[config.mk]
export PLATFORM = sky130hd
export DESIGN_NAME = rct_emit
export DESIGN_NICKNAME = d
export VERILOG_FILES = /design/src/hw/rtl/rct_pkg.sv /design/src/hw/rtl/rct_emit.sv
export SDC_FILE = /design/constraint.sdc
export NUM_CORES = 1
export LEC_CHECK = 0
export ABC_AREA = 1
export BUFFER_PORTS_ARGS = -buffer_cell sky130_fd_sc_hd__buf_2
export CAP_MARGIN = 15
export CORE_AREA = 3 3 275 277
export CTS_CLUSTER_SIZE = 12
export DETAILED_ROUTE_END_ITERATION = 10
export DIE_AREA = 0 0 278 280
export PLACE_DENSITY = 0.47
export SLEW_MARGIN = 20
export SYNTH_ARGS = -nofsm -noshare
export SYNTH_HDL_FRONTEND = slang
export SYNTH_SLANG_ARGS = --single-unit
[constraint.sdc]
create_clock -name clk -period 1.08 [get_ports clk]
set_input_delay 0 -clock clk [delete_from_list [all_inputs] [get_ports clk]]
set_output_delay 0 -clock clk [all_outputs]
set_load 0.01 [all_outputs]
[src/hw/rtl/rct_pkg.sv]
`default_nettype none
package rct_pkg;

	localparam int COORD_BITS = 32;
	localparam int UNIT_BITS = 30;
	localparam logic [31:0] HELPER_THRESH = 32'd966367642;

	typedef logic signed [COORD_BITS-1:0] coord_t;
	// Unit vector component, signed Q2.30.
	typedef logic signed [31:0] unit_t;
	// Input component of the normalizing unit.
	typedef logic signed [33:0] nvec_t;

	typedef struct packed {
		coord_t cx;
		coord_t cy;
		coord_t cz;
		coord_t nx;
		coord_t ny;
		coord_t nz;
		logic [COORD_BITS-1:0] wd;
		logic [COORD_BITS-1:0] ht;
		logic [7:0] c1;
		logic [7:0] c2;
		logic zero;
	} item_t;

	typedef struct packed {
		logic valid;
		item_t item;
	} head_t;

	typedef struct packed {
		logic load;
		coord_t [2:0] a;
		coord_t [2:0] b;
		coord_t [2:0] c;
		coord_t [2:0] d;
		logic [7:0] c1;
		logic [7:0] c2;
		logic degen;
	} tri_load_t;

	typedef enum logic [2:0] {
		NS_IDLE,
		NS_SHIFT,
		NS_SQ,
		NS_SQRT,
		NS_DIV
	} norm_state_t;

	typedef enum logic [2:0] {
		BS_IDLE,
		BS_N1,
		BS_N2,
		BS_CROSS,
		BS_N3,
		BS_HALF,
		BS_CORNER
	} back_state_t;

	function automatic coord_t sat_coord(input logic signed [34:0] x);
		coord_t r;
		if ((x[34:31] == 4'b0000) || (x[34:31] == 4'b1111)) begin
			r = x[31:0];
		end else if (x[34]) begin
			r = {1'b1, {(COORD_BITS-1){1'b0}}};
		end else begin
			r = {1'b0, {(COORD_BITS-1){1'b1}}};
		end
		return r;
	endfunction

endpackage
`default_nettype wire

[src/hw/rtl/rct_emit.sv]
`default_nettype none
module rct_emit (
	input wire logic clk,
	input wire logic arst_n,
	input wire rct_pkg::tri_load_t ld,
	output logic free,
	output logic result_strobe,
	output rct_pkg::coord_t vert0_x,
	output rct_pkg::coord_t vert0_y,
	output rct_pkg::coord_t vert0_z,
	output rct_pkg::coord_t vert1_x,
	output rct_pkg::coord_t vert1_y,
	output rct_pkg::coord_t vert1_z,
	output rct_pkg::coord_t vert2_x,
	output rct_pkg::coord_t vert2_y,
	output rct_pkg::coord_t vert2_z,
	output logic [7:0] tri_color,
	output logic last_tri,
	output logic degenerate
);

	logic valid_q;
	logic phase_q;
	rct_pkg::coord_t [2:0] a_q;
	rct_pkg::coord_t [2:0] b_q;
	rct_pkg::coord_t [2:0] c_q;
	rct_pkg::coord_t [2:0] d_q;
	logic [7:0] c1_q;
	logic [7:0] c2_q;
	logic degen_q;

	// A new pair may load in the cycle that the second triangle goes out.
	assign free = ~valid_q | phase_q;

	always_ff @(posedge clk or negedge arst_n) begin
		if (!arst_n) begin
			valid_q <= 1'b0;
			phase_q <= 1'b0;
		end else if (ld.load) begin
			valid_q <= 1'b1;
			phase_q <= 1'b0;
		end else if (valid_q && !phase_q) begin
			phase_q <= 1'b1;
		end else begin
			valid_q <= 1'b0;
			phase_q <= 1'b0;
		end
	end

	always_ff @(posedge clk) begin
		if (ld.load) begin
			a_q <= ld.a;
			b_q <= ld.b;
			c_q <= ld.c;
			d_q <= ld.d;
			c1_q <= ld.c1;
			c2_q <= ld.c2;
			degen_q <= ld.degen;
		end
	end

	assign result_strobe = valid_q;
	assign vert0_x = phase_q ? b_q[0] : a_q[0];
	assign vert0_y = phase_q ? b_q[1] : a_q[1];
	assign vert0_z = phase_q ? b_q[2] : a_q[2];
	assign vert1_x = phase_q ? a_q[0] : b_q[0];
	assign vert1_y = phase_q ? a_q[1] : b_q[1];
	assign vert1_z = phase_q ? a_q[2] : b_q[2];
	assign vert2_x = phase_q ? d_q[0] : c_q[0];
	assign vert2_y = phase_q ? d_q[1] : c_q[1];
	assign vert2_z = phase_q ? d_q[2] : c_q[2];
	assign tri_color = phase_q ? c2_q : c1_q;
	assign last_tri = phase_q;
	assign degenerate = degen_q;

	a_load_free: assert property (@(posedge clk) disable iff (!arst_n)
		ld.load |-> free)
		else $error("pair loaded over one not yet sent");
	a_phase_valid: assert property (@(posedge clk) disable iff (!arst_n)
		phase_q |-> valid_q)
		else $error("second triangle without a held pair");
	a_pair_order: assert property (@(posedge clk) disable iff (!arst_n)
		(valid_q && phase_q) |-> $past(valid_q && !phase_q))
		else $error("second triangle not preceded by the first");

endmodule
`default_nettype wire

==> impl_results.md, run 1 <==
- Tot GR Track Use: ~15%
- Placed cell areas: 21100 µm²
- PwrDens: approximately 1500 nW/µm²
- DIE AREA: just under 80000 µm²
- Required @ worst endpoint: approximately 1.1 ns
- Remaining Overflow, GRT: 0
- Global-route wire length before repair: slightly below 90000 µm
- Total via count in the routed design: 14537
- Async S/R FF share, synth: 0.496%
- Post-synth top area cell: edfxtp_1
- Synthesized instance count: between 1000 and 1500
- Initial antenna violation count: 7
- Vias per cell: a little over 4
- Fin nets: between 2000 and 3000
- Crit Path Max Fanout: 8
- Area of the core: 73100 µm²
- DR WL/cell: approximately 18 µm
- Tot Pwr: approximately 45 mW
- H-tree levels: 2
- Slowest-stage cell, CP: dfrtp_4
- CP bufs+invs: 4
- Root buf cell: clkbuf_16
- Final Max Tran Viols: 0
- Multi-input gate area: 4190 µm²
- Synthesized area: 15900 µm²
- ANT nets after route: 0
- Status: finished with violations
- TritonCTS sink count: 403
- Mean post-synth cell area: around 12 µm²
- GP Congestion: approximately 0.86
- Fin area: between 20000 and 30000 µm²
- Critical-path cell list: inv_12 -> clkbuf_16 -> clkbuf_16 -> nand2_2 -> nand2_2 -> buf_6
- Synth unique cells: 10
- CP peak stage delay: a little under 0.6 ns
- Final Skew: about 0.00029 ns
- Seq/Total Area, Yosys: 75.9%
- CP Capture Type: output pin
- First-pass detailed-route iteration total: 5
- Initial cell density of the core: 21.8%
- Site Rows: slightly below 100
- Critical Path AT: around 2 ns
- Final worst-path cycle share: 183%
- Max clock buf depth: 3
- Max Cap Viol: 0
- DRT Wirelength: between 60000 and 70000 µm
- Final setup fails: about 300
- Max_slew headroom: 75.3%
- Synth warn: 0
- Minimum clock period: roughly 2.0 ns
- Count leader, synth: nand2_1
- P_leak: around 13 nW
- Top cell type's share of synthesized area: 75.6%
- CP startpoint kind: flop
- Pin count of the biggest net entering global routing: 64
- Post-Syn Nets: ~1800
- Most instantiated cells after synthesis: nand2_1 (890), edfxtp_1 (401), buf_2 (30)
- # fillers: 6901
- Primary FF master, synth: edfxtp_1
- Dominant cells by area after synthesis: edfxtp_1 (76%), nand2_1 (21%), buf_6 (1.7%), buf_2 (0.94%), buf_4 (0.33%)
- Delay-heaviest family, CP: buffers and inverters
- Cts bufs inserted: 47
- Layout Area Growth over Synthesis: 82.9%
- Achievable clock frequency: around 500 MHz
- Hold slack: roughly 0.12 ns
- TritonCTS clock tree: done
- Failing checks: negative setup slack
- DRC Markers: 0
- Number of flops mapped to enable cells by yosys: 401
- Setup ws final: -0.902 ns
- Least-Margin Pin Slew: roughly 0.37 ns
- Vias in the first global route: between 15000 and 20000
- DP HPWL: ~43000 µm
- Kind of critical path: reg -> out
- Clk slew on worst S/H paths: approximately 0.060 ns
- I/O pins: 704
- Width of the die: roughly 280 µm
- Initial DRC count: slightly below 800
- Flip-flop and latch area: 12100 µm²
- Fin. Hold Viols: 0
- Layout cells sized above 1: between 40% and 50%
- Worst Hold Class: in -> reg
- Synth Register Bits: a little over 400
- Maximum vdd drop: around 990 µV
- IO buf count: 703
- RSZ-0062 raised after global routing: true
- Die outline height: around 280 µm
- Worst-Skew Late Latency: between 0.5 and 0.6 ns
per-layer routing:
metal | share of wire (%) | vias up | GRT usage, %
li1 | - | 6913 | -
met1 | 38 | 6915 | 16.6
met2 | 51 | 563 | 26.8
met3 | 6.6 | 142 | 4.00
met4 | 3.7 | 4 | 6.50
met5 | 0.036 | - | 0
state kept, by name (all words and copies together), names as in the netlist:
signal and count:
degenerate 1, c_q 96, c2_q 8, c1_q 8, result_strobe 1, last_tri 1, a_q 96, d_q 96
b_q 96
cells in the final DEF, fill, tap and decap left out, types with 2 or more instances in the layout:
| master | synthesis | routed |
|---|---|---|
| nand2_4 | 0 | 78 |
| bufbuf_16 | 0 | 3 |
| nand2_2 | 0 | 105 |
| dlygate4sd3_1 | 0 | 404 |
| buf_8 | 0 | 7 |
| clkinv_1 | 0 | 16 |
| clkinvlp_4 | 0 | 3 |
| buf_2 | 30 | 598 |
| clkinv_2 | 0 | 5 |
| nand2_1 | 890 | 707 |
| buf_4 | 7 | 44 |
| buf_12 | 0 | 27 |
| diode_2 | 0 | 6 |
| clkbuf_16 | 0 | 68 |
| buf_6 | 24 | 112 |
| bufinv_16 | 0 | 2 |
| clkbuf_1 | 4 | 5 |
| edfxtp_1 | 401 | 401 |
| buf_16 | 0 | 10 |
logic make-up after synthesis:
| family | after synthesis | synth area share (%) |
|---|---|---|
| and+or+nand+nor | 891 | 21.0 |
| DFF | 403 | 75.9 |
| buffers and inverters | 67 | 3.13 |
timing repair:
item,in CTS,in global routing
pin swaps,2,67
hold endpoints to repair,485,0
endpoints found under the setup margin,302,302
hold buffers,404,0
setup buffers,2,4
gates cloned,8,22
gates resized for setup,55,371
per-stage QoR:
| step | cells | util, % | TNS (ns) | worst slack, ns |
|---|---|---|---|---|
| global placement | 3041 | 28.9 | -55.69 | -0.297 |
| floorplan | 1361 | - | 0 | 0.0312 |
| detailed placement | 3041 | 28.9 | -62.39 | -0.315 |
| finish | 3570 | 39.9 | -248.48 | -0.902 |
| global route | 3566 | 39.9 | -282.06 | -1.00 |
| CTS | 3538 | 37.1 | -270.30 | -0.953 |
report_power, final:
part	leakage, nW	total, mW	switching (mW)	internal (mW)
clock network	0.701	15.2	6.61	8.61
logic	8.56	10.3	5.07	5.21
registers	3.95	19.3	0.703	18.6
total	13.2	44.8	12.4	32.5
layout make-up:
class / count / area share (%)
Antenna cell: 6 / 0.0515
Clock buffer: 53 / 4.19
Clock inverter: 30 / 0.807
Inverter: 2 / 0.0687
Multi-Input combinational cell: 891 / 14.4
Sequential cell: 403 / 41.5
Tap cell: 959 / 4.12
Timing Repair Buffer: 1225 / 34.8
Timing Repair inverter: 1 / 0.0386
path summary, 6_finish.rpt:
check / slack (ns) / from / to / depth (start not counted)
min: 0.12 / ld[74] / d_q[57] / 2
min reg2reg: 0.55 / result_strobe / result_strobe / 2
max: -0.90 / last_tri / vert0_x[22] / 6
max in group asynchronous: 0.59 / arst_n / last_tri / 3
min in group asynchronous: 0.35 / arst_n / result_strobe / 3
max reg2reg: -0.27 / last_tri / last_tri / 5
Note: power is estimated with default switching activity, not from simulation.
==> run 2, diff against run 1 <==
--- a/config.mk
+++ b/config.mk
@@ -8,11 +8,13 @@
 export ABC_AREA = 1
 export BUFFER_PORTS_ARGS = -buffer_cell sky130_fd_sc_hd__buf_2
 export CAP_MARGIN = 15
-export CORE_AREA = 3 3 275 277
+export CELL_PAD_IN_SITES_DETAIL_PLACEMENT = 0
+export CELL_PAD_IN_SITES_GLOBAL_PLACEMENT = 2
+export CORE_AREA = 3 3 276 278
 export CTS_CLUSTER_SIZE = 12
 export DETAILED_ROUTE_END_ITERATION = 10
-export DIE_AREA = 0 0 278 280
-export PLACE_DENSITY = 0.47
+export DIE_AREA = 0 0 279 281
+export PLACE_DENSITY = 0.67
 export SLEW_MARGIN = 20
 export SYNTH_ARGS = -nofsm -noshare
 export SYNTH_HDL_FRONTEND = slang
==> run 2 against run 1 <==
  * The run still ends with negative setup slack left
  * Largest power group unchanged
  * First-iteration DRC count is 3.1% lower
  * Cell area fell by 4.1%
  * Critical endpoint is now vert2_y[3]
  * Global-route usage fell by 0.49 points
  * Clock skew increased by 0.0032 ns
  * Sequential share of layout area grew 1.8 points
  * Clock-buffer cell count is 4 higher
  * Sequential power hardly changed
  * Fmax grew 2.2%
  * Non-clock buffer count shrank 10
  * Final cell count barely moved
  * Worst hold slack lost 0.00068 ns
  * Combinational power down 10%
==> impl_results.md, run 2 (same netlist as run 1, synthesis figures left out) <==
- Status: finished with violations
- Failing checks: negative setup slack
- Placed cell areas: 21000 µm² (-0.72%)
- Cts bufs inserted: 47 (unchanged)
- TritonCTS clock tree: done
- Remaining Overflow, GRT: 0 (unchanged)
- GP Congestion: 0.852 (-1.1%)
- Die outline height: 281 µm (+0.36%)
- Tot Pwr: 43.9 mW (-2.0%)
- Root buf cell: clkbuf_16
- Layout cells sized above 1: 36.1% (-5.0 points)
- H-tree levels: 2 (unchanged)
- Reg-to-reg critical path startpoint: last_tri
- Pin count of the biggest net entering global routing: 47 (-27%)
- Initial DRC count: 753 (-3.1%)
- Final Max Tran Viols: 0 (unchanged)
- Final core occ: 37.7% (-2.2 points)
- Required @ worst endpoint: 1.08 ns (about the same)
- Max_slew headroom: 80.6% (+5.3 points)
- Layout Area Growth over Synthesis: 75.4%
- Setup TNS: -235.86 ns (+12.61 ns)
- Worst slack, placed: -0.305 ns (+0.0102 ns)
- Vias in the first global route: 14847 (-1.4%)
- CP startpoint kind: flop
- Width of the die: 279 µm (+0.36%)
- Hold slack: 0.115 ns (-0.000678 ns)
- Final worst-path cycle share: 179% (-4.0 points)
- Crit Path Max Fanout: 7 (-1)
- Final Skew: 0.00344 ns (+0.00315 ns)
- DRT Wirelength: 63000 µm (-2.7%)
- Minimum clock period: 1.94 ns (-0.0430 ns)
- IO buf count: 703 (unchanged)
- Fin nets: 2966 (-0.30%)
- ANT nets after route: 0 (unchanged)
- Reg2reg path depth: 7 (+2)
- Least-Margin Pin Slew: 0.291 ns (-0.0791 ns)
- I/O pins: 704 (unchanged)
- Global-route wire length before repair: 86900 µm (-1.9%)
- Min-Delay Path Depth: 2 (unchanged)
- Fin. Hold Viols: 0 (unchanged)
- First-pass detailed-route iteration total: 4 (-1)
- Vias per cell: 3.98 (-2.2%)
- Initial antenna violation count: 2 (-5)
- DR WL/cell: 17.6 µm (-2.6%)
- PwrDens: 1570 nW/µm² (+2.2%)
- CP Capture Type: output pin
- Clk slew on worst S/H paths: 0.06 ns (about the same)
- Final setup fails: 302 (+0.33%)
- Worst-Skew Late Latency: 0.59 ns (about the same)
- Area of the core: 74200 µm² (+1.5%)
- Most common cell after layout, fill and taps aside: nand2_1
- Site Rows: 100 (+1.0%)
- Most frequent cells in the layout: nand2_1 (831), buf_2 (647), dlygate4sd3_1 (404)
- Worst Hold Class: in -> reg
- Max clock buf depth: 3 (unchanged)
- Achievable clock frequency: 516 MHz (+2.2%)
- Setup crit start: last_tri
- Kind of critical path: reg -> out
- Initial cell density of the core: 21.5% (-0.33 points)
- DP HPWL: 42800 µm (-1.4%)
- RSZ-0062 raised after global routing: true
- Post-Place Cells: 3034 (-0.23%)
- TritonCTS sink count: 403 (unchanged)
- Total via count in the routed design: 14213 (-2.2%)
- Max Cap Viol: 0 (unchanged)
- Worst hold path startpoint: ld[56]
- Finished Layout Cells: 3569 (-0.028%)
- P_leak: 12.8 nW (-3.2%)
- Setup ws final: -0.859 ns (+0.0430 ns)
- Tot GR Track Use: 14.4% (-0.49 points)
- Fin area: 27900 µm² (-4.1%)
- Critical Path AT: 1.94 ns (-0.04 ns)
- Diode count: 0 (-6)
- Maximum vdd drop: 1170 µV (+18%)
- DIE AREA: 78400 µm² (+0.72%)
- DRC Markers: 0 (unchanged)
[run 2: cell count changes in the layout (fill, tap and decap cells not counted), moves of 3 or more]
| cell | before | now |
|---|---|---|
| nand2_1 | 707 | 831 |
| nand2_4 | 78 | 5 |
| buf_6 | 112 | 51 |
| nand2_2 | 105 | 54 |
| buf_2 | 598 | 647 |
| buf_4 | 44 | 51 |
| diode_2 | 6 | 0 |
| clkbuf_1 | 5 | 9 |
| buf_16 | 10 | 7 |
| bufbuf_16 | 3 | 0 |
| clkbuf_16 | 68 | 65 |
[run 2: area by class of cell]
| class | count | area (µm²) |
|---|---|---|
| fillers | 7330 | 46300 |
| inverters | 2 | 33.8 |
| repair buffers | 1215 | 9560 |
| clock inverters | 30 | 260 |
| well taps | 969 | 1210 |
| repair inverters | 2 | 27.5 |
| clock buffers | 57 | 1230 |
| multi-input cells | 891 | 3520 |
| flip-flops and latches | 403 | 12100 |
[run 2: what timing repair did]
item | 4_1_cts | 5_1_grt
buffers inserted | 9 | 12
pin swaps | 0 | 16
endpoints found under the setup margin | 302 | 302
gates cloned | 2 | 23
endpoints found under the hold margin | 439 | 0
hold buffers | 404 | 0
resized for setup | 52 | 133
[run 2: critical path, cell delays in order, from the launching register on]
cell and delay (ns):
dfrtp_4 0.51, buf_12 0.17, buf_12 0.12, clkbuf_16 0.16
buf_8 0.14, nand2_2 0.06, nand2_2 0.06, buf_6 0.12
[run 2: worst paths after layout]
kind                                 end  slack, ns
min in group asynchronous       last_tri       0.37
hold reg to reg                 last_tri       0.54
max in group asynchronous       last_tri       0.53
hold / removal                   d_q[39]       0.11
setup reg to reg           result_strobe      -0.21
setup / recovery              vert2_y[3]      -0.86
[run 2: power breakdown]
part | switching, mW | total, mW | internal [mW]
registers | 0.543 | 19.2 | 18.6
logic | 4.74 | 9.25 | 4.51
clock network | 6.64 | 15.5 | 8.90
total | 11.9 | 43.9 | 32.0
[run 2: metal layers]
metal | vias to the layer above | global-route usage (%) | part of all wire (%)
met5 | - | 0 | 0.032
met1 | 6682 | 16.2 | 38
met2 | 503 | 26.1 | 52
li1 | 6905 | - | -
met4 | 4 | 5.31 | 3.2
met3 | 119 | 3.99 | 6.8
