## src/hw/rtl/rct_pkg.sv

```systemverilog
`default_nettype none
package rct_pkg;

	localparam int COORD_BITS = 32;
	localparam int UNIT_BITS = 30;
	localparam logic [31:0] HELPER_THRESH = 32'd966367642;

	typedef logic signed [COORD_BITS-1:0] coord_t;
	// Unit vector component, signed Q2.30.
	typedef logic signed [31:0] unit_t;
	// Input component of the normalizing unit.
	typedef logic signed [33:0] nvec_t;

	typedef struct packed {
		coord_t cx;
		coord_t cy;
		coord_t cz;
		coord_t nx;
		coord_t ny;
		coord_t nz;
		logic [COORD_BITS-1:0] wd;
		logic [COORD_BITS-1:0] ht;
		logic [7:0] c1;
		logic [7:0] c2;
		logic zero;
	} item_t;

	typedef struct packed {
		logic valid;
		item_t item;
	} head_t;

	typedef struct packed {
		logic load;
		coord_t [2:0] a;
		coord_t [2:0] b;
		coord_t [2:0] c;
		coord_t [2:0] d;
		logic [7:0] c1;
		logic [7:0] c2;
		logic degen;
	} tri_load_t;

	typedef enum logic [2:0] {
		NS_IDLE,
		NS_SHIFT,
		NS_SQ,
		NS_SQRT,
		NS_DIV
	} norm_state_t;

	typedef enum logic [2:0] {
		BS_IDLE,
		BS_N1,
		BS_N2,
		BS_CROSS,
		BS_N3,
		BS_HALF,
		BS_CORNER
	} back_state_t;

	function automatic coord_t sat_coord(input logic signed [34:0] x);
		coord_t r;
		if ((x[34:31] == 4'b0000) || (x[34:31] == 4'b1111)) begin
			r = x[31:0];
		end else if (x[34]) begin
			r = {1'b1, {(COORD_BITS-1){1'b0}}};
		end else begin
			r = {1'b0, {(COORD_BITS-1){1'b1}}};
		end
		return r;
	endfunction

endpackage
`default_nettype wire

```

## src/hw/rtl/rct_front.sv

```systemverilog
`default_nettype none
module rct_front (
	input wire logic clk,
	input wire logic arst_n,
	input wire logic start,
	output logic busy,
	input wire rct_pkg::coord_t center_x,
	input wire rct_pkg::coord_t center_y,
	input wire rct_pkg::coord_t center_z,
	input wire rct_pkg::coord_t normal_x,
	input wire rct_pkg::coord_t normal_y,
	input wire rct_pkg::coord_t normal_z,
	input wire logic [31:0] rect_width,
	input wire logic [31:0] rect_height,
	input wire logic [7:0] first_color,
	input wire logic [7:0] second_color,
	output rct_pkg::head_t head,
	input wire logic pop
);

	rct_pkg::item_t mem_q [2];
	logic wptr_q;
	logic rptr_q;
	logic [1:0] count_q;
	logic push;
	rct_pkg::item_t in_item;

	assign busy = (count_q == 2'd2);
	assign push = start & ~busy;

	// A zero normal is marked here so the back end can skip the arithmetic.
	always_comb begin
		in_item.cx = center_x;
		in_item.cy = center_y;
		in_item.cz = center_z;
		in_item.nx = normal_x;
		in_item.ny = normal_y;
		in_item.nz = normal_z;
		in_item.wd = rect_width;
		in_item.ht = rect_height;
		in_item.c1 = first_color;
		in_item.c2 = second_color;
		in_item.zero = (normal_x == '0) && (normal_y == '0) && (normal_z == '0);
	end

	always_ff @(posedge clk) begin
		if (push) begin
			mem_q[wptr_q] <= in_item;
		end
	end

	always_ff @(posedge clk or negedge arst_n) begin
		if (!arst_n) begin
			wptr_q <= 1'b0;
			rptr_q <= 1'b0;
			count_q <= 2'd0;
		end else begin
			if (push) begin
				wptr_q <= ~wptr_q;
			end
			if (pop) begin
				rptr_q <= ~rptr_q;
			end
			if (push && !pop) begin
				count_q <= count_q + 2'd1;
			end else if (!push && pop) begin
				count_q <= count_q - 2'd1;
			end
		end
	end

	assign head.valid = (count_q != 2'd0);
	assign head.item = mem_q[rptr_q];

	a_pop_nonempty: assert property (@(posedge clk) disable iff (!arst_n)
		pop |-> count_q != 2'd0)
		else $error("queue popped while empty");

endmodule
`default_nettype wire

```

## config.mk

```make
export PLATFORM = sky130hd
export DESIGN_NAME = rct_front
export DESIGN_NICKNAME = d
export VERILOG_FILES = /design/src/hw/rtl/rct_pkg.sv /design/src/hw/rtl/rct_front.sv
export SDC_FILE = /design/constraint.sdc
export NUM_CORES = 1
export LEC_CHECK = 0
export BUFFER_PORTS_ARGS = -buffer_cell sky130_fd_sc_hd__buf_2
export CAP_MARGIN = 20
export CORE_AREA = 4 4 214 216
export DETAILED_ROUTE_END_ITERATION = 7
export DIE_AREA = 0 0 218 220
export PLACE_DENSITY = 0.7
export SETUP_SLACK_MARGIN = 0.4
export SYNTH_ARGS = -nofsm -noshare
export SYNTH_HDL_FRONTEND = slang
export SYNTH_SLANG_ARGS = --single-unit
```

## constraint.sdc

```tcl
create_clock -name clk -period 14.5 [get_ports clk]
set_input_delay 0.725 -clock clk [delete_from_list [all_inputs] [get_ports clk]]
set_output_delay 0.725 -clock clk [all_outputs]
set_load 0.01 [all_outputs]
```

==> reports/qor.csv, run 1 <==
metric,value,unit
die width,218,microns
Total Routed Length,46700,microns
# clock sinks,550,
Fmax achieved,0.216,GHz
initial antenna violation count,17,
Setup WS post-layout,9.87,ns
Clock transition at path regs,0.06,ns
CTS Buffer Depth,3,
placed wire-length estimate,32100,microns
crit share post-route,0.319,
setup TNS,0,ns
Resize count post-CTS,0,
Worst Max-Slew Pin Slew,1.07,ns
R2R Setup Slk,10.92,ns
post-synthesis sequential area ratio,0.824,
run status,"finished, final reports clean",
hold buffers post-CTS,1,
critical path required time,13.78,ns
"Slew Viols, Final",0,
post-synth net total,1177,
WL met1,17300,microns
H-tree Lvls,2,
syn_area_per_cell,22.2,sq um
num ports,551,
Routed Antenna Nets,0,
design area,0.0253,sq mm
first-pass GRT wire length,67200,microns
RSZ-0062 raised after global routing,false,
Die H,220,microns
worst hold-check path type,in -> reg,
"FF+latch count, synth",550,
number of synthesis warnings,0,
"Setup violations, final",0,
endpoint type of the worst setup path,output pin,
critical path arrival,3.90,ns
vias in the first global route,11300,
wire length on met2,23500,microns
total number of vias,10700,
DR pass1 iterations,5,
Clock Tree Root,clkbuf_16,
crit-path max FO,76,
Initial Util,0.456,
crit start category,flip-flop,
metal3 WL,4460,microns
Synth Instances,900,
Final Hold Vio Count,0,
DIE AREA,0.0480,sq mm
Leak,9.35,nW
Clock Latency Late Sink,0.57,ns
Power Dens Cells,203,mW/mm^2
Clock Skews,0.00864,ns
Overflow after GRT,0,
synth unique cells,20,
total track usage,0.185,
Area after DPL,0.0235,sq mm
pre-CTS setup slack,10.44,ns
clock buffer count from CTS,54,
largest net degree at the start of global routing,170,
routed len/inst,21.9,microns
Power Total,5.13,mW
Slew HR,0.286,
Worst VDD drop,0.122,mV
max cap viols,0,
Layout area overhead,26.3,%
global placement routability congestion,0.878,
CTS tree,done,
hold slack,0.331,ns
fin crit period,4.63,ns
mapped cell area,0.0200,sq mm
Residual DRC,0,
WS Path Type,reg -> out,
CORE AREA,0.0439,sq mm
# port buffers,550,
max layer used,met5,
# Post-CTS Setup Buffers,0,
Initial DRC Count,708,
nets@finish,1762,
FP Rows,77,
share of cells above drive strength 1,0.595,
# fillers,3335,
via density per instance,5.03,
cell usage in the layout, fill, tap and decap left out, drive strengths merged, types with 2 or more instances in the layout:
| cell | count |
|---|---|
| dfrtp | 4 |
| xnor2 | 2 |
| clkbuf | 70 |
| clkinv | 24 |
| buf | 558 |
| edfxtp | 546 |
| nor2 | 2 |
| xor2 | 3 |
| mux2 | 273 |
| bufinv | 7 |
| nor4 | 24 |
| inv | 3 |
| diode | 12 |
| nand4 | 6 |
registers in the layout, summed over array words and instances (netlist names):
signal   flops
rptr_q       1
wptr_q       1
mem_q      546
count_q      2
per-layer routing:
layer	track usage	vias up
met1	0.225	5296
met3	0.0598	94
met2	0.313	496
li1	-	4841
met5	0	-
met4	0.0695	10
area by class of cell:
class,instances,area [sq um],area share
antenna,12,30.0,0.00119
clock buffer,70,1480,0.0583
clock inverter,31,313,0.0124
inverter,3,11.3,0.000445
multi-input combinational,317,3380,0.134
sequential,550,16500,0.652
tap,592,741,0.0293
timing repair buffer,559,2840,0.112
final timing paths:
check,startpoint,end,cells after the start
setup / recovery,rptr_q,head[154],4
hold / removal,center_x[15],mem_q[0][256],1
setup reg to reg,count_q[0],mem_q[1][164],4
hold reg to reg,count_q[1],count_q[1],1
max in group asynchronous,arst_n,rptr_q,2
min in group asynchronous,arst_n,wptr_q,2
Yosys cell counts:
cell	n	area share
and3_1	1	0.00031
buf_1	1	0.00019
buf_2	26	0.0065
clkbuf_1	3	0.00056
dfrtp_1	4	0.0050
edfxtp_1	546	0.82
ha_1	1	0.00062
inv_1	3	0.00056
mux2_2	273	0.15
nand2_1	1	0.00019
nand2b_1	1	0.00031
nand4_1	6	0.0019
nor2_1	2	0.00038
nor3_2	1	0.00050
nor4_1	23	0.0072
nor4_2	1	0.00062
or2_2	1	0.00031
or4_1	1	0.00038
xnor2_1	2	0.00087
xor2_1	3	0.0013
critical path, cell delays in order (launching register included):
cell and delay, ns:
dfrtp_4 1.01, buf_4 0.78, buf_4 0.80, mux2_2 0.42, buf_2 0.15
stage by stage:
step,cells,util
2_1_floorplan,900,-
3_3_place_gp,2020,0.534
3_5_place_dp,2020,0.534
4_1_cts,2122,0.575
5_1_grt,2130,0.575
6_report,2134,0.576
power by group:
group	leakage (nW)	switching (mW)	internal (mW)	total (mW)
registers	5.12	0.123	2.18	2.30
logic	3.36	0.796	0.632	1.43
clock network	0.878	0.562	0.838	1.40
cells by family (layout without fill, tap and decap cells):
kind of cell               count (synthesis)  in the layout  synth area share
adders and majority gates                  1              1          0.000625
DFF                                      550            550             0.824
xor gates and xnor gates                   5              5           0.00219
and+or+nand+nor                           38             38            0.0121
muxes                                    273            273             0.154
buffers and inverters                     33            663           0.00781
other                                      0             12                 0
(Power assumes the default switching activity.)
==> inputs of run 2 (changes only) <==
- CORE_AREA: 4 4 214 216 -> unset
- CORE_MARGIN: unset -> 4
- CORE_UTILIZATION: unset -> 47
- DIE_AREA: 0 0 218 220 -> unset
- PLACE_DENSITY: 0.7 -> 0.75
- clock period: 14.5 -> 4.1 ns (I/O delays scaled with it)
==> run 2 against run 1 <==
  * Non-clock buffer count grew 295
  * Die area down 4.1%
  * Clock power rose to 3.3 times the previous value
  * Critical path depth down 1
  * Final cell count increased by 10%
  * Design area rose by 11%
  * Sequential share of layout area decreased by 6.4 points
  * Core utilization grew 9.1 points
  * Combinational power grew to 4.0 times the previous value
  * Hold slack better by 0.012 ns
  * Critical endpoint is now head[172]
  * Largest cell class unchanged
==> reports/qor.csv, run 2 (synthesized netlist as in run 1, its figures left out) <==
metric,value,unit
run status,"finished, final reports clean",
crit-path max FO,55,
share of cells above drive strength 1,0.508,
Power Total,18.5,mW
RSZ-0062 raised after global routing,false,
Comb power frac,0.310,
Setup WS post-layout,1.26,ns
Power Dens Cells,660,mW/mm^2
die width,214,microns
global placement routability congestion,0.877,
placed wire-length estimate,34800,microns
Initial DRC Count,1100,
CP bufs+invs,2,
Final Hold Vio Count,0,
nets@finish,2055,
CTS Buffer Depth,3,
Clock Tree Root,clkbuf_16,
Clock transition at path regs,0.06,ns
Worst path top cell family by delay,flip-flops,
H-tree Lvls,2,
worst hold-check path type,in -> reg,
"slowest stage delay, CP",1.00,ns
crit share post-route,0.692,
critical path arrival,2.63,ns
Slew HR,0.374,
"Most flops, register",mem_q,
DIE AREA,0.0460,sq mm
WS Path Type,reg -> out,
fin crit period,2.84,ns
total internal power,12.9,mW
critical path required time,3.89,ns
Worst VDD drop,0.521,mV
first-pass GRT wire length,82100,microns
Residual DRC,0,
# clock sinks,550,
Fmax achieved,0.353,GHz
via density per instance,5.21,
max cap viols,0,
pre-CTS setup slack,1.90,ns
clock share of power,0.250,
total track usage,0.233,
sw frac,0.300,
Layout Utilization,0.667,
# fillers,2625,
CORE AREA,0.0420,sq mm
FP Rows,75,
Layout area overhead,40.0,%
slowest cell on the critical path,dfrtp_4,
num ports,551,
"Setup violations, final",0,
Leak,10.5,nW
total number of vias,12300,
routed len/inst,23.2,microns
Die H,214,microns
max reg flops,546,
Initial Util,0.476,
CTS tree,done,
Total Routed Length,54500,microns
# port buffers,550,
endpoint type of the worst setup path,output pin,
DR pass1 iterations,5,
clock buffer count from CTS,52,
largest registers,"mem_q x546, count_q x2",
Overflow after GRT,0,
crit start category,flip-flop,
largest net degree at the start of global routing,94,
design area,0.0280,sq mm
"most common cell after layout, fill and taps aside",buf_2,
footprint of the multi-input gates,0.00340,sq mm
Flop pwr share,0.440,
initial antenna violation count,3,
Clock Skews,0.00953,ns
CP cell instances,buf_4 > mux2_2 > buf_2,
"Slew Viols, Final",0,
Area after DPL,0.0237,sq mm
"commonest non-fill, non-tap cells in the layout","550 x buf_2, 546 x edfxtp_1, 276 x dlygate4sd3_1, 273 x mux2_2, 53 x clkbuf_16",
flip-flop and latch area,0.0165,sq mm
Worst Max-Slew Pin Slew,0.939,ns
Clock Latency Late Sink,0.57,ns
switching power,5.55,mW
Routed Antenna Nets,0,
vias in the first global route,13500,
==> run 2: cell count changes in the layout (fill, tap and decap cells not counted), moves of 2 or more <==
cell	previous run	this run
clkbuf_1	13	17
clkbuf_16	57	53
bufinv_16	7	5
buf_4	7	19
clkinv_2	10	3
dlygate4sd3_1	1	276
buf_12	1	9
clkinv_1	14	10
diode_2	12	3
==> run 2: layout make-up <==
type                            count  area share
Antenna cell                        3    0.000268
Clock buffer                       70      0.0496
Clock inverter                     19     0.00754
Inverter                            3    0.000402
Multi-Input combinational cell    317       0.121
Sequential cell                   550       0.589
Tap cell                          539      0.0241
Timing Repair Buffer              854       0.208
==> run 2: worst paths after layout <==
kind	endpoint	startpoint	depth (start not counted)	slack (ns)
hold reg to reg	count_q[1]	count_q[1]	1	0.53
max in group asynchronous	rptr_q	arst_n	3	3.30
hold / removal	mem_q[1][74]	rect_width[25]	2	0.34
setup reg to reg	mem_q[1][94]	count_q[0]	3	1.90
min in group asynchronous	rptr_q	arst_n	3	0.61
setup / recovery	head[172]	rptr_q	3	1.26
==> run 2: metal layers <==
| metal | vias up | GRT usage | routed length (microns) |
|---|---|---|---|
| li1 | 5383 | - | - |
| met1 | 6085 | 0.268 | 19500 |
| met2 | 666 | 0.422 | 28900 |
| met3 | 124 | 0.0599 | 4190 |
| met4 | 0 | 0.0836 | 1970 |
| met5 | - | 0 | 0 |
==> run 2: per-stage QoR <==
stage / hold WS, ns / TNS [ns] / std cells
after global routing: 0.325 / 0 / 2355
after CTS: 0.309 / 0 / 2352
after detailed placement: 0.0171 / 0 / 1987
after floorplan: -0.0906 / -318.89 / 900
final: 0.343 / 0 / 2355
after global placement: 0.0186 / 0 / 1987
==> run 2: power groups by stage <==
stage | Combinational (mW) | Clock (mW) | Sequential (mW)
4_1_cts | 5.67 | 4.67 | 8.13
3_5_place_dp | 5.42 | 0 | 8.24
6_report | 5.73 | 4.63 | 8.14
2_1_floorplan | 3.25 | 0 | 8.15
3_3_place_gp | 5.37 | 0 | 8.18
5_1_grt | 6.06 | 4.95 | 8.23
==> run 2: what timing repair did <==
item                                   in CTS  in global routing
hold buffers                              276                  0
buffers inserted                            0                  0
resized for setup                           0                  0
endpoints found under the hold margin     550                  0
==> run 2: worst register-to-register path, stage by stage, from the launching register on <==
cell,delay [ns]
dfrtp_1,0.41
nand2b_4,0.17
and3_4,0.81
buf_12,0.43
==> inputs of run 3 (changes only) <==
- CORE_AREA: unset -> 4 4 214 216
- CORE_MARGIN: 4 -> unset
- CORE_UTILIZATION: 47 -> unset
- DIE_AREA: unset -> 0 0 218 220
- PLACE_DENSITY: 0.75 -> 0.7
- clock period: 4.1 -> 2.9 ns (I/O delays scaled with it)
==> run 3 against run 2 <==
  * Clock power up 46%
  * Critical path depth up 1
  * Die area up 4.3%
  * Final cell count up 2.9%
  * Core utilization down 2.1 points
  * Sequential share of layout area down 0.68 points
  * Power up 43%
  * Largest cell class unchanged
  * Setup slack worse by 0.73 ns
==> reports/qor.csv, run 3 (synthesized netlist as in run 1, its figures left out) <==
metric,value,unit
max reg flops,546,
fin crit period,2.37,ns
Clock Skews,0.0118,ns
CORE AREA,0.0439,sq mm
"Slew Viols, Final",0,
Clock Tree Root,clkbuf_16,
crit-path max FO,24,
Die H,220,microns
Initial DRC Count,803,
crit start category,flip-flop,
slowest cell on the critical path,dfrtp_4,
Final Hold Vio Count,0,
crit share post-route,0.816,
nets@finish,2063,
placed wire-length estimate,33000,microns
max cap viols,0,
first-pass GRT wire length,76600,microns
WS Path Type,reg -> out,
critical path arrival,2.22,ns
DR pass1 iterations,5,
vias in the first global route,13100,
R2R Setup Slk,1.00,ns
"Setup violations, final",0,
global placement routability congestion,0.829,
"slowest stage delay, CP",0.56,ns
largest registers,"mem_q x546, count_q x2",
Worst VDD drop,0.650,mV
"most common cell after layout, fill and taps aside",buf_2,
die width,218,microns
design area,0.0284,sq mm
Inst Count DP,2045,
routed len/inst,21.5,microns
# port buffers,550,
Clock transition at path regs,0.06,ns
Slew HR,0.473,
via density per instance,5.00,
Worst Max-Slew Pin Slew,0.784,ns
num ports,551,
RSZ-0062 raised after global routing,false,
Area after DPL,0.0239,sq mm
clock buffer count from CTS,54,
Routed Antenna Nets,0,
H-tree Lvls,2,
CP cell instances,buf_12 > buf_4 > mux2_2 > buf_2,
CTS Buffer Depth,3,
Clock Latency Late Sink,0.57,ns
# clock sinks,550,
Initial Util,0.456,
total number of vias,12100,
total track usage,0.210,
Power Total,26.5,mW
run status,"finished, final reports clean",
Total Routed Length,52000,microns
Layout Cells excl Fill,2423,
Fmax achieved,0.423,GHz
worst hold-check path type,in -> reg,
Overflow after GRT,0,
critical path required time,2.76,ns
"Most flops, register",mem_q,
DIE AREA,0.0480,sq mm
endpoint type of the worst setup path,output pin,
share of cells above drive strength 1,0.512,
"commonest non-fill, non-tap cells in the layout","550 x buf_2, 546 x edfxtp_1, 276 x dlygate4sd3_1, 273 x mux2_2, 57 x clkbuf_16",
largest net degree at the start of global routing,99,
FP Rows,77,
Leak,10.6,nW
Resize count post-CTS,0,
Power Dens Cells,933,mW/mm^2
Residual DRC,0,
Layout Utilization,0.646,
Layout area overhead,41.6,%
initial antenna violation count,2,
CTS tree,done,
## run 3: changes by cell type in the layout (fill, tap and decap cells not counted), sizes merged
cell and delta:
clkinvlp +5, diode -1, bufinv -1, buf +6
clkinv +3, inv -1, clkbuf +4
## run 3: worst paths after layout
kind	depth (start not counted)	end	from
max in group asynchronous	3	rptr_q	arst_n
worst min register to register	1	count_q[1]	count_q[1]
worst min-delay path	2	mem_q[0][6]	second_color[5]
min in group asynchronous	3	wptr_q	arst_n
worst max register to register	3	mem_q[1][237]	count_q[0]
worst max-delay path	4	head[58]	rptr_q
## run 3: final cells by class
type	instances	area [sq um]
Inverter	3	11.3
Timing Repair Buffer	860	5980
Fill cell	2956	15600
Sequential cell	550	16500
Clock buffer	74	1490
Tap cell	592	741
Antenna cell	2	5.00
Multi-Input combinational cell	317	3400
Clock inverter	25	229
## run 3: critical path, delay by kind of cell (launching register included)
kind / cells / cell delay (ns)
DFF: 1 / 0.56
muxes: 1 / 0.38
buffers and inverters: 3 / 0.66
## run 3: metrics by stage
step           setup TNS, ns  setup WS, ns  hold slack (ns)
2_1_floorplan        -974.09         -2.15           -0.151
3_3_place_gp               0         0.969          -0.0402
3_5_place_dp               0         0.855          -0.0358
4_1_cts                    0         0.466            0.238
5_1_grt                    0         0.428            0.264
6_report                   0         0.534            0.289
## run 3: report_power, final
group | switching, mW | internal, mW
clock network | 2.83 | 3.94
logic | 4.61 | 3.81
registers | 0.428 | 10.8
total | 7.87 | 18.6
## run 3: timing repair
item / 4_1_cts / 5_1_grt
setup buffers: 1 / 0
endpoints found under the hold margin: 553 / 0
endpoints found under the setup margin: 16 / 0
hold buffers: 276 / 0
## run 3: routing by layer
layer / routed length [microns] / GRT usage / vias to the layer above
li1: - / - / 5422
met1: 18400 / 0.239 / 6015
met2: 27200 / 0.372 / 566
met3: 4470 / 0.0633 / 114
met4: 1910 / 0.0824 / 0
met5: 0 / 0 / -
